===== config.mk =====
export PLATFORM = sky130hd
export DESIGN_NAME = logical_file_table
export DESIGN_NICKNAME = d
export VERILOG_FILES = /design/src/hdl/lft_pkg.sv /design/src/hdl/lft_table.sv /design/src/hdl/logical_file_table.sv
export VERILOG_INCLUDE_DIRS = /design/src /design/src/hdl
export SDC_FILE = /design/constraint.sdc
export NUM_CORES = 1
export LEC_CHECK = 0
export BUFFER_PORTS_ARGS = -buffer_cell sky130_fd_sc_hd__buf_2
export CORE_ASPECT_RATIO = 1.4
export CORE_MARGIN = 2
export CORE_UTILIZATION = 55
export CTS_CLUSTER_DIAMETER = 120
export CTS_CLUSTER_SIZE = 14
export DETAILED_ROUTE_END_ITERATION = 8
export PLACE_DENSITY = 0.75
export SETUP_SLACK_MARGIN = 0.15
export SLEW_MARGIN = 20
export SYNTH_ARGS = -nofsm -noshare
export SYNTH_HDL_FRONTEND = slang
export SYNTH_SLANG_ARGS = --single-unit

===== constraint.sdc =====
create_clock -name i_clk -period 3.8 [get_ports i_clk]
set_input_delay 0.19 -clock i_clk [delete_from_list [all_inputs] [get_ports i_clk]]
set_output_delay 0.19 -clock i_clk [all_outputs]
set_load 0.005 [all_outputs]

===== src/hdl/logical_file_table_defines.svh =====
// ---------------------------------------------------------------------------
// logical file table assertion macros
// concurrent check helpers, empty when building for synthesis
// ---------------------------------------------------------------------------
`ifndef LOGICAL_FILE_TABLE_DEFINES_SVH
`define LOGICAL_FILE_TABLE_DEFINES_SVH

`ifndef SYNTHESIS

// expression must hold on every clock edge out of reset
`define LFT_ASSERT_ALWAYS(label, clk, rst_n, expr, msg) \
    label: assert property (@(posedge clk) disable iff (!rst_n) (expr)) else $error(msg);

// consequent must hold in the same cycle as the antecedent
`define LFT_ASSERT_SAME(label, clk, rst_n, ante, cons, msg) \
    label: assert property (@(posedge clk) disable iff (!rst_n) (ante) |-> (cons)) \
        else $error(msg);

// consequent must hold in the cycle after the antecedent
`define LFT_ASSERT_NEXT(label, clk, rst_n, ante, cons, msg) \
    label: assert property (@(posedge clk) disable iff (!rst_n) (ante) |=> (cons)) \
        else $error(msg);

`else

`define LFT_ASSERT_ALWAYS(label, clk, rst_n, expr, msg)
`define LFT_ASSERT_SAME(label, clk, rst_n, ante, cons, msg)
`define LFT_ASSERT_NEXT(label, clk, rst_n, ante, cons, msg)

`endif

`endif


===== src/hdl/lft_pkg.sv =====
// ---------------------------------------------------------------------------
// lft_pkg
// shared types and codes of the logical file table
// ---------------------------------------------------------------------------
package lft_pkg;

    localparam int COUNT_W = 4;
    localparam logic [7:0] SA_FLAGS = 8'h60;

    typedef enum logic [1:0] {
        OP_OPEN      = 2'd0,
        OP_CLOSE     = 2'd1,
        OP_LOOKUP    = 2'd2,
        OP_CLOSE_ALL = 2'd3
    } t_opcode;

    typedef enum logic [1:0] {
        STAT_OK       = 2'd0,
        STAT_TOO_MANY = 2'd1,
        STAT_ALREADY  = 2'd2,
        STAT_NOT_OPEN = 2'd3
    } t_status;

    typedef enum logic [2:0] {
        ST_IDLE,
        ST_SEARCH,
        ST_MOVE_RD,
        ST_MOVE_WR,
        ST_DONE
    } t_state;

    typedef enum logic [1:0] {
        CNT_HOLD,
        CNT_INC,
        CNT_DEC,
        CNT_CLEAR
    } t_cnt_op;

    typedef struct packed {
        logic [7:0] logical;
        logic [7:0] device;
        logic [7:0] secondary;
    } t_entry;

    typedef struct packed {
        logic    rd_en;
        logic    wr_en;
        t_cnt_op cnt_op;
    } t_tbl_ctl;

endpackage


===== src/hdl/lft_table.sv =====
// ---------------------------------------------------------------------------
// lft_table
// entry memory with one write and one registered read port, plus entry count
// ---------------------------------------------------------------------------
module lft_table
    import lft_pkg::*;
#(
    parameter int DEPTH = 10
) (
    input  logic                           i_clk,
    input  logic                           i_rst_n,
    input  t_tbl_ctl                       i_ctl,
    input  logic [((DEPTH > 1) ? $clog2(DEPTH) : 1)-1:0] i_rd_addr,
    input  logic [((DEPTH > 1) ? $clog2(DEPTH) : 1)-1:0] i_wr_addr,
    input  t_entry                         i_wr_data,
    output t_entry                         o_rd_data,
    output logic [$clog2(DEPTH + 1)-1:0]   o_count
);

    localparam int CW = $clog2(DEPTH + 1);

    t_entry          r_mem [DEPTH];
    t_entry          r_rd_data;
    logic [CW-1:0]   r_count;
    logic [CW-1:0]   n_count;

    always_ff @(posedge i_clk) begin
        if (i_ctl.wr_en) begin
            r_mem[i_wr_addr] <= i_wr_data;
        end
        if (i_ctl.rd_en) begin
            r_rd_data <= r_mem[i_rd_addr];
        end
    end

    always_comb begin
        case (i_ctl.cnt_op)
            CNT_INC:   n_count = r_count + CW'(1);
            CNT_DEC:   n_count = r_count - CW'(1);
            CNT_CLEAR: n_count = '0;
            default:   n_count = r_count;
        endcase
    end

    always_ff @(posedge i_clk) begin
        if (!i_rst_n) begin
            r_count <= '0;
        end else begin
            r_count <= n_count;
        end
    end

    assign o_rd_data = r_rd_data;
    assign o_count   = r_count;

endmodule


===== src/hdl/logical_file_table.sv =====
// ---------------------------------------------------------------------------
// logical_file_table
// table of open logical files: open, close, lookup and close-all
// ---------------------------------------------------------------------------
//  channel | direction | handshake          | payload
//  --------+-----------+--------------------+---------------------------------
//  request | in        | i_valid / o_stall  | opcode, logical, device, sec addr
//  result  | out       | o_valid / i_stall  | status, device, sec addr, count
//
//  an item compares the stored entries in turn through the single read port,
//  stopping at a match, then does the write or the last-entry move and the
//  result load; a close-all clears the count and goes to the result load
//  the request side stalls from acceptance until the result is loaded
//  the result register holds while the output side stalls
//  synchronous active-low reset empties the table; no clearing pass
// ---------------------------------------------------------------------------
`include "logical_file_table_defines.svh"

module logical_file_table
    import lft_pkg::*;
#(
    parameter int TABLE_DEPTH = 10
) (
    input  logic       i_clk,
    input  logic       i_rst_n,
    input  logic       i_valid,
    output logic       o_stall,
    input  logic [1:0] i_opcode,
    input  logic [7:0] i_logical_number,
    input  logic [7:0] i_device_number,
    input  logic [7:0] i_secondary_address,
    output logic       o_valid,
    input  logic       i_stall,
    output logic [1:0] o_status,
    output logic [7:0] o_found_device,
    output logic [7:0] o_found_secondary,
    output logic [3:0] o_open_count
);

    localparam int AW = (TABLE_DEPTH > 1) ? $clog2(TABLE_DEPTH) : 1;
    localparam int CW = $clog2(TABLE_DEPTH + 1);

    t_state        r_state,        n_state;
    t_opcode       r_op,           n_op;
    logic [7:0]    r_num,          n_num;
    logic [7:0]    r_dev,          n_dev;
    logic [7:0]    r_sec,          n_sec;
    logic [CW-1:0] r_idx,          n_idx;
    logic          r_pend,         n_pend;
    logic [AW-1:0] r_pend_idx,     n_pend_idx;
    t_status       r_res_status,   n_res_status;
    logic [7:0]    r_res_dev,      n_res_dev;
    logic [7:0]    r_res_sec,      n_res_sec;
    logic          r_out_valid,    n_out_valid;
    t_status       r_out_status,   n_out_status;
    logic [7:0]    r_out_dev,      n_out_dev;
    logic [7:0]    r_out_sec,      n_out_sec;
    logic [COUNT_W-1:0] r_out_count, n_out_count;

    t_tbl_ctl      w_ctl;
    logic [AW-1:0] w_rd_addr;
    logic [AW-1:0] w_wr_addr;
    t_entry        w_wr_data;
    t_entry        w_rd_data;
    logic [CW-1:0] w_count;
    logic [CW-1:0] w_last;
    logic          w_match;
    logic          w_more;
    logic          w_full;
    logic [CW+COUNT_W-1:0] w_cnt_ext;

    lft_table #(
        .DEPTH (TABLE_DEPTH)
    ) u_table (
        .i_clk     (i_clk),
        .i_rst_n   (i_rst_n),
        .i_ctl     (w_ctl),
        .i_rd_addr (w_rd_addr),
        .i_wr_addr (w_wr_addr),
        .i_wr_data (w_wr_data),
        .o_rd_data (w_rd_data),
        .o_count   (w_count)
    );

    // compare of the entry read in the previous cycle
    assign w_match   = r_pend && (w_rd_data.logical == r_num);
    assign w_more    = r_idx < w_count;
    assign w_full    = w_count == CW'(TABLE_DEPTH);
    assign w_last    = w_count - CW'(1);
    assign w_cnt_ext = {{COUNT_W{1'b0}}, w_count};

    always_comb begin
        n_state      = r_state;
        n_op         = r_op;
        n_num        = r_num;
        n_dev        = r_dev;
        n_sec        = r_sec;
        n_idx        = r_idx;
        n_pend       = r_pend;
        n_pend_idx   = r_pend_idx;
        n_res_status = r_res_status;
        n_res_dev    = r_res_dev;
        n_res_sec    = r_res_sec;
        n_out_valid  = r_out_valid && i_stall;
        n_out_status = r_out_status;
        n_out_dev    = r_out_dev;
        n_out_sec    = r_out_sec;
        n_out_count  = r_out_count;
        w_ctl.rd_en  = 1'b0;
        w_ctl.wr_en  = 1'b0;
        w_ctl.cnt_op = CNT_HOLD;
        w_rd_addr    = r_idx[AW-1:0];
        w_wr_addr    = r_pend_idx;
        w_wr_data    = w_rd_data;

        case (r_state)
            ST_IDLE: begin
                if (i_valid) begin
                    n_op         = t_opcode'(i_opcode);
                    n_num        = i_logical_number;
                    n_dev        = i_device_number;
                    n_sec        = i_secondary_address;
                    n_idx        = '0;
                    n_pend       = 1'b0;
                    n_res_status = STAT_OK;
                    n_res_dev    = '0;
                    n_res_sec    = '0;
                    if (t_opcode'(i_opcode) == OP_CLOSE_ALL) begin
                        w_ctl.cnt_op = CNT_CLEAR;
                        n_state      = ST_DONE;
                    end else begin
                        n_state = ST_SEARCH;
                    end
                end
            end

            ST_SEARCH: begin
                if (w_match) begin
                    n_state = ST_DONE;
                    case (r_op)
                        OP_OPEN: begin
                            n_res_status = STAT_ALREADY;
                        end
                        OP_CLOSE: begin
                            if (CW'(r_pend_idx) == w_last) begin
                                w_ctl.cnt_op = CNT_DEC;
                            end else begin
                                n_state = ST_MOVE_RD;
                            end
                        end
                        OP_LOOKUP: begin
                            n_res_dev = w_rd_data.device;
                            n_res_sec = w_rd_data.secondary;
                        end
                        default: begin
                        end
                    endcase
                end else if (w_more) begin
                    w_ctl.rd_en = 1'b1;
                    w_rd_addr   = r_idx[AW-1:0];
                    n_pend      = 1'b1;
                    n_pend_idx  = r_idx[AW-1:0];
                    n_idx       = r_idx + CW'(1);
                end else begin
                    // number not present in the table
                    n_state = ST_DONE;
                    case (r_op)
                        OP_OPEN: begin
                            if (w_full) begin
                                n_res_status = STAT_TOO_MANY;
                            end else begin
                                w_ctl.wr_en  = 1'b1;
                                w_ctl.cnt_op = CNT_INC;
                                w_wr_addr    = w_count[AW-1:0];
                                w_wr_data    = '{logical:   r_num,
                                                 device:    r_dev,
                                                 secondary: r_sec | SA_FLAGS};
                            end
                        end
                        OP_LOOKUP: begin
                            n_res_status = STAT_NOT_OPEN;
                        end
                        default: begin
                        end
                    endcase
                end
            end

            ST_MOVE_RD: begin
                w_ctl.rd_en = 1'b1;
                w_rd_addr   = w_last[AW-1:0];
                n_state     = ST_MOVE_WR;
            end

            ST_MOVE_WR: begin
                // last entry fills the freed slot
                w_ctl.wr_en  = 1'b1;
                w_ctl.cnt_op = CNT_DEC;
                w_wr_addr    = r_pend_idx;
                w_wr_data    = w_rd_data;
                n_state      = ST_DONE;
            end

            ST_DONE: begin
                if (!r_out_valid || !i_stall) begin
                    n_out_valid  = 1'b1;
                    n_out_status = r_res_status;
                    n_out_dev    = r_res_dev;
                    n_out_sec    = r_res_sec;
                    n_out_count  = w_cnt_ext[COUNT_W-1:0];
                    n_state      = ST_IDLE;
                end
            end

            default: begin
                n_state = ST_IDLE;
            end
        endcase
    end

    always_ff @(posedge i_clk) begin
        if (!i_rst_n) begin
            r_state     <= ST_IDLE;
            r_pend      <= 1'b0;
            r_out_valid <= 1'b0;
        end else begin
            r_state     <= n_state;
            r_pend      <= n_pend;
            r_out_valid <= n_out_valid;
        end
    end

    always_ff @(posedge i_clk) begin
        r_op         <= n_op;
        r_num        <= n_num;
        r_dev        <= n_dev;
        r_sec        <= n_sec;
        r_idx        <= n_idx;
        r_pend_idx   <= n_pend_idx;
        r_res_status <= n_res_status;
        r_res_dev    <= n_res_dev;
        r_res_sec    <= n_res_sec;
        r_out_status <= n_out_status;
        r_out_dev    <= n_out_dev;
        r_out_sec    <= n_out_sec;
        r_out_count  <= n_out_count;
    end

    assign o_stall           = r_state != ST_IDLE;
    assign o_valid           = r_out_valid;
    assign o_status          = r_out_status;
    assign o_found_device    = r_out_dev;
    assign o_found_secondary = r_out_sec;
    assign o_open_count      = r_out_count;

    `LFT_ASSERT_ALWAYS(a_count_bound, i_clk, i_rst_n, w_count <= CW'(TABLE_DEPTH), "count above depth")
    `LFT_ASSERT_SAME(a_no_write_idle, i_clk, i_rst_n, r_state == ST_IDLE, !w_ctl.wr_en, "table write while idle")
    `LFT_ASSERT_SAME(a_full_status, i_clk, i_rst_n, (r_state == ST_SEARCH) && (n_res_status == STAT_TOO_MANY), w_full, "too many files on a table with room")
    `LFT_ASSERT_NEXT(a_result_load, i_clk, i_rst_n, (r_state == ST_DONE) && (!r_out_valid || !i_stall), r_out_valid && (r_state == ST_IDLE), "result not loaded")

endmodule

=== Word level (Yosys, flattened, before mapping) ===
Memory sizes are Yosys's and may differ from the RTL's. A register that Yosys moved wholly into a read port is not among the register bits.
Index checks and enable logic that the tools add are counted.
Widths: inputs -> output; s select.

* Register bits: 83
* RAM bits: 240
* Input port bits: 30
* Output and inout port bits: 24
* Memories kept: 1

{| class="wikitable"
|+ Memory list
! name !! words !! width !! read ports !! clocked after Yosys merged registers in !! write ports !! line !! source
|-
| u_table.r_mem || 10 || 24 || 1 || 1 || 1 || lft_table.sv:22 || <nowiki>t_entry r_mem [DEPTH];</nowiki>
|}

* Add/sub/neg operators: 3
* $lt $le $gt $ge: 1
* Eq/ne operators: 23
* Muxes and demuxes: 59
* Bitwise logic cells: 1
* Reduce and logical (&&, ||, !) cells: 17

{| class="wikitable"
|+ Operator list
! operator !! count
|-
| $mux 24 || 5
|-
| $mux 8 || 5
|-
| $mux 4 || 9
|-
| $pmux 8 s2 || 2
|-
| $mux 3 || 10
|-
| $mux 2 || 11
|-
| $pmux 3 s5 || 1
|-
| $pmux 4 s3 || 1
|-
| $ne 2x2->1 const B || 5
|-
| $add 4x1->4 const B || 2
|-
| $eq 2x2->1 const B || 4
|-
| $eq 8x8->1 || 1
|-
| $mux 1 || 8
|-
| $pmux 2 s2 || 2
|-
| $pmux 4 s2 || 1
|-
| $reduce_and 4->1 || 2
|-
| $eq 3x2->1 const B || 2
|-
| $pmux 1 s2 || 3
|-
| $pmux 2 s3 || 1
|-
| $reduce_and 3->1 || 2
|-
| $reduce_and 6->1 || 1
|-
| $reduce_bool 3->1 || 2
|-
| $eq 2x1->1 const B || 2
|-
| $eq 4x4->1 || 1
|-
| other kinds (18) || 21
|}

=== Logic depth before layout (Yosys ltp) ===
* Word-level depth: 8
* Gate-level depth with buffers: 11
* Depth with buffers taken out: 9

=== By module ===
Synthesis repeated with hierarchy kept, for this count alone.

* Cell total of the unflattened synthesis: 792
* Area, all modules: 13807.0 µm²

{| class="wikitable"
|+ By module, submodules not included
! module !! instances !! cells an instance !! area an instance (µm²) !! sequential area each (µm²)
|-
| lft_table || 1 || 556 || 10363.7 || 8007.7
|-
| logical_file_table || 1 || 236 || 3443.3 || 2262.2
|}

=== Least setup slack after synthesis ===
OpenSTA, ideal clock, no wires.

* Path type: flip-flop to flip-flop
* Start: reg u_table.r_count[3], in the netlist u_table.o_count[3]
* End: mem u_table.r_mem[2][0] (netlist name) (enable)
* Arrival time: 3448 ps
* Required time: 3365 ps
* Slack: -83 ps
* Cell stages (with the launch flop): 10
* Path buffers: 1
* Clock period less this slack: 3883 ps
* Cell sequence: dfxtp_1 buf_2 inv_1 ha_1 nand2_1 o21ai_2 nor4b_1 nand2_1 o32a_2 nor3_1

* Longest elaborated chain between the ends: 8

{| class="wikitable"
|+ RTL lines
! element !! line !! source
|-
| from (decl) || lft_table.sv:24 || <nowiki>logic [CW-1:0] r_count;</nowiki>
|-
| from (signal assigned) || lft_table.sv:49 || <nowiki>r_count <= n_count;</nowiki>
|-
| $eq 4x4->1 || logical_file_table.sv:88 || <nowiki>assign w_full = w_count == CW'(TABLE_DEPTH);</nowiki>
|-
| $mux 3 || logical_file_table.sv:169 || <nowiki>if (w_full) begin</nowiki>
|-
| $mux 3 || logical_file_table.sv:167 || <nowiki>case (r_op)</nowiki>
|-
| $mux 3 || logical_file_table.sv:158 || <nowiki>end else if (w_more) begin</nowiki>
|-
| $mux 2 || logical_file_table.sv:138 || <nowiki>if (w_match) begin</nowiki>
|-
| $pmux 1 s2 || logical_file_table.sv:116 || <nowiki>case (r_state)</nowiki>
|-
| $mux 1 || lft_table.sv:28 || <nowiki>if (i_ctl.wr_en) begin</nowiki>
|-
| $mux 1 (not written as such) || lft_table.sv:29 || <nowiki>r_mem[i_wr_addr] <= i_wr_data;</nowiki>
|-
| to (decl) || lft_table.sv:22 ||
|}

Several ways; a longest one is shown, not always the timed one.

=== Final worst setup path ===
* Start: reg r_num[6]
* End: mem u_table.r_mem[7][9] (netlist name) (enable)

* Longest elaborated chain between the ends: 6

{| class="wikitable"
|+ RTL lines
! element !! line !! source
|-
| from (decl) || logical_file_table.sv:45 || <nowiki>logic [7:0] r_num, n_num;</nowiki>
|-
| from (signal assigned) || logical_file_table.sv:235 || <nowiki>r_num <= n_num;</nowiki>
|-
| $eq 8x8->1 * || logical_file_table.sv:86 || <nowiki>assign w_match = r_pend && (w_rd_data.logical == r_num);</nowiki>
|-
| $logic_and 1x1->1 * || logical_file_table.sv:86 ||
|-
| $mux 2 || logical_file_table.sv:138 ||
|-
| $pmux 1 s2 || logical_file_table.sv:116 ||
|-
| $mux 1 || lft_table.sv:28 ||
|-
| $mux 1 (not written as such) || lft_table.sv:29 ||
|}

Every way passes the cells marked *; elsewhere a longest branch is shown, timed or not.

==> PnR_summary.wiki <==
{| class="wikitable"
! Metric !! Value
|-
| IR Drop Worst-Case VDD || about 0.38 mV
|-
| Critical path cell sequence || xnor2_1 -> nand3_1 -> or3_1 -> nand4_2 -> buf_4 -> nor2_1 -> a21oi_1 -> nor3_4 -> buf_4
|-
| Initial antenna violation count || 0
|-
| Number of remaining DRC errors || 0
|-
| Setup violation total in the final timing report || 0
|-
| Hold Crit Depth || 5
|-
| Actual slew at the worst max-slew pin || 0.988 ns
|-
| Max-slew violation count || 0
|-
| Antenna cell count || 0
|-
| Weighted congestion reported at the end of routability-driven placement || about 0.85
|-
| Endpoint kind of the worst setup timing path || flop
|-
| Row count || 68
|-
| Critical path required time || about 4.1 ns
|-
| Destination of the worst register-to-register timing path || u_table.r_mem[7][9]$_DFFE_PP_
|-
| Clock slew at the register clock pins of the worst setup and hold paths || 0.07 ns
|-
| Total cell area at the placement stage || between 0.01 and 0.015 mm²
|-
| Largest stage delay on the critical path || ~0.65 ns
|-
| Detail Route Antenna Nets || 0
|-
| Vias after detailed routing || between 7000 and 8000
|-
| Pwr/cell area || around 500 mW/mm²
|-
| Final layout net count || around 930
|-
| Synth area leaders || sky130_fd_sc_hd__edfxtp_1 74%, sky130_fd_sc_hd__mux4_2 5.9%, sky130_fd_sc_hd__nand2_1 3.7%
|-
| Via count normalized by instance count || 5.94
|-
| Library cell with the highest instance count after synthesis || sky130_fd_sc_hd__edfxtp_1
|-
| Total congestion overflow || 0
|-
| Number of max-capacitance violations reported || 0
|-
| Setup repair after global routing missed its margin || no
|-
| Routed wire length per instance || about 22 µm
|-
| Htree depth || 1
|-
| Post-Place Cells || roughly 1200
|-
| Final worst path period need || approximately 3.3 ns
|-
| WP data arrival || between 3 and 4 ns
|-
| Count of yosys warnings during synthesis || 0
|-
| Detailed Route Iter0 Violations || approximately 640
|-
| Post-synthesis instance area || around 0.014 mm²
|-
| CTS root buffer || sky130_fd_sc_hd__clkbuf_16
|-
| Post-Synthesis Cells || 796
|-
| Worst-case clock skew || approximately 0.0094 ns
|-
| Bufs on Longest Clock Path || 3
|-
| Sort of element at the start of the critical path || flop
|-
| Cell type contributing the most total cell area after synthesis || sky130_fd_sc_hd__edfxtp_1
|-
| Achievable clock frequency || 303 MHz
|-
| Hold Path Class || in2reg
|-
| Total I/O pin count || 54
|-
| Most frequent cell on the critical path || sky130_fd_sc_hd__buf_4
|-
| Critical Path Source || r_num[6]$_DFFE_PP_
|-
| Final Hold Slack || between 0.15 and 0.2 ns
|-
| Growth of design area from synthesis to finish || 13.3%
|-
| Cts repair resizes || 0
|-
| Setup slack, reg-to-reg || between 0.4 and 0.5 ns
|-
| Sequential cell area fraction in the yosys report || 0.749
|-
| Clock tree from TritonCTS || done
|-
| Clock latency at the later pin of the worst-skew pair || about 0.54 ns
|-
| Most instantiated cells after synthesis || 336 x sky130_fd_sc_hd__edfxtp_1, 134 x sky130_fd_sc_hd__nand2_1, 36 x sky130_fd_sc_hd__mux4_2
|-
| Static leakage || around 0.0052 µW
|-
| Number of buffers inserted during clock tree synthesis || 28
|-
| Final worst-path cycle share || 0.870
|-
| Post-route cell area || between 0.015 and 0.02 mm²
|-
| Router iterations before antenna repair || 5
|-
| Number of clock sinks seen by CTS || about 350
|-
| Floorplan Core Area || roughly 0.025 mm²
|-
| GR Util All Layers || 0.216
|-
| Share of the synthesized area in the top cell type || 0.736
|-
| Register-to-Register Path Depth || 9
|-
| Result of the run || complete, no violations
|-
| Normalized max-slew margin || 0.341
|-
| Number of library cell types mapped by synthesis || 56
|-
| Beginning of the worst register-to-register path || r_num[6]$_DFFE_PP_
|-
| Fraction of layout cells with a size suffix above 1 || 0.194
|-
| Estimated wirelength of the detail-placed design || 15600 µm
|-
| Total die area || approximately 0.026 mm²
|-
| Wirelength, routed || 27100 µm
|-
| Max Fanout on Critical Path || 31
|-
| Worst hold endpoint || r_state[0]$_SDFFE_PN0P_
|-
| Synth Net Count || about 830
|-
| Post-synthesis register bit count || ~350
|-
| DIE HEIGHT || 191 µm
|-
| Die W || ~140 µm
|-
| Master of the slowest instance on the critical path || sky130_fd_sc_hd__a21oi_1
|-
| EDFF count, synth || 336
|-
| Starting density of the core || 0.557
|-
| Async set-or-reset flop fraction in the synthesized netlist || 0
|-
| Post-Syn Area per Cell || 17.2 µm²
|-
| Global-route wire length before repair || ~42000 µm
|-
| Final standard cell count with taps included and fillers excluded || 1219
|-
| Final count of hold timing violations || 0
|-
| Number of global-route vias before repair || between 7000 and 8000
|-
| Beginning of the worst hold path || i_valid
|-
| Number of I/O port buffers || 51
|-
| Critical path start-end classification || reg2reg
|-
| Largest net degree at the start of global routing || 52
|-
| Most common flop cell mapped by yosys || sky130_fd_sc_hd__edfxtp_1
|}
==> registers in the layout, indices dropped and copies added, names as in the netlist <==
signal and cells:
u_table.r_mem 240, u_table.o_rd_data 24, o_found_device 8, o_found_secondary 8, r_dev 8, r_num 8, r_res_dev 8, r_res_sec 8
r_sec 6, o_open_count 4, r_idx 4, r_pend_idx 4, u_table.o_count 4, r_state 3, o_status 2, r_op 2
r_res_status 2, o_valid 1, r_pend 1
==> layer usage <==
metal / track usage / up-vias / share of wire
met2: 0.374 / 270 / 0.52
met1: 0.275 / 3633 / 0.39
met4: 0.0904 / 0 / 0.038
met3: 0.0266 / 68 / 0.053
met5: 0 / - / 0
li1: - / 3271 / -
==> layout by cell type, fill, tap and decap left out, types with 5 or more instances in the layout <==
cell	synthesis	routed
sky130_fd_sc_hd__buf_12	0	6
sky130_fd_sc_hd__buf_4	4	26
sky130_fd_sc_hd__xnor2_1	17	17
sky130_fd_sc_hd__mux4_2	36	36
sky130_fd_sc_hd__and2_1	18	18
sky130_fd_sc_hd__nand2b_1	5	5
sky130_fd_sc_hd__dlygate4sd3_1	0	26
sky130_fd_sc_hd__a21oi_1	7	5
sky130_fd_sc_hd__mux4_1	12	12
sky130_fd_sc_hd__nor2_1	15	12
sky130_fd_sc_hd__ha_1	7	7
sky130_fd_sc_hd__nor3_2	2	5
sky130_fd_sc_hd__dfxtp_1	9	9
sky130_fd_sc_hd__a211oi_1	24	24
sky130_fd_sc_hd__o21ai_0	6	6
sky130_fd_sc_hd__clkbuf_16	0	28
sky130_fd_sc_hd__nand2_1	134	134
sky130_fd_sc_hd__inv_1	10	10
sky130_fd_sc_hd__buf_2	15	51
sky130_fd_sc_hd__nor2b_1	27	27
sky130_fd_sc_hd__a31oi_1	29	29
sky130_fd_sc_hd__edfxtp_1	336	336
sky130_fd_sc_hd__nand3_1	7	7
sky130_fd_sc_hd__clkbuf_1	8	9
==> worst max-delay path, delay by kind of cell (launching register included) <==
kind / cells / cell delay [ns]
AND/OR/NAND/NOR: 5 / 1.05
buffers and inverters: 2 / 0.70
AO/OA/AOI/OAI: 1 / 0.65
XOR/XNOR: 1 / 0.19
flip-flops: 1 / 0.41
==> how the worst max path moves through the flow <==
stage                                           to
floorplan            u_table.r_mem[2][0]$_DFFE_PP_
global placement     u_table.r_mem[0][7]$_DFFE_PP_
detailed placement   u_table.r_mem[0][7]$_DFFE_PP_
CTS                 u_table.r_mem[7][13]$_DFFE_PP_
global route        u_table.r_mem[1][15]$_DFFE_PP_
finish               u_table.r_mem[7][9]$_DFFE_PP_
==> area by class of cell <==
class,instances,area (µm²)
Multi-Input combinational cell,401,3250
Sequential cell,345,10300
Timing Repair Buffer,109,831
Tap cell,315,394
Clock inverter,2,22.5
Clock buffer,37,734
Fill cell,1681,9050
Inverter,10,37.5
==> cell families (layout without fill, tap and decap cells) <==
| family | after synthesis | in the layout | share of synthesized area |
|---|---|---|---|
| and+or+nand+nor | 241 | 241 | 0.0836 |
| AOI/OAI and AO/OA | 85 | 85 | 0.0438 |
| adders and majority gates | 7 | 7 | 0.00639 |
| xor gates and xnor gates | 18 | 18 | 0.0115 |
| DFF | 345 | 345 | 0.749 |
| muxes | 50 | 50 | 0.0838 |
| buffers and inverters | 50 | 158 | 0.0216 |
==> report_power, final <==
part           leakage [µW]  switching, µW  internal, µW
clock              0.000367           1210          1340
sequential          0.00314           54.1          4340
combinational       0.00174            491           341
==> stage by stage <==
| step | TNS, ns | worst slack (ns) | utilization | power (µW) |
|---|---|---|---|---|
| global route | 0 | 0.253 | 0.632 | 8060 |
| detailed placement | 0 | 0.486 | 0.590 | 5290 |
| floorplan | -5.96 | -0.0829 | - | 5040 |
| finish | 0 | 0.496 | 0.632 | 7780 |
| CTS | 0 | 0.494 | 0.632 | 7840 |
| global placement | 0 | 0.517 | 0.590 | 5270 |
==> timing repair <==
| item | 4_1_cts | 5_1_grt |
|---|---|---|
| setup buffers | 0 | 0 |
| endpoints found under the hold margin | 30 | 0 |
| hold buffers | 26 | 0 |
Note: power is estimated with default switching activity, not from simulation.
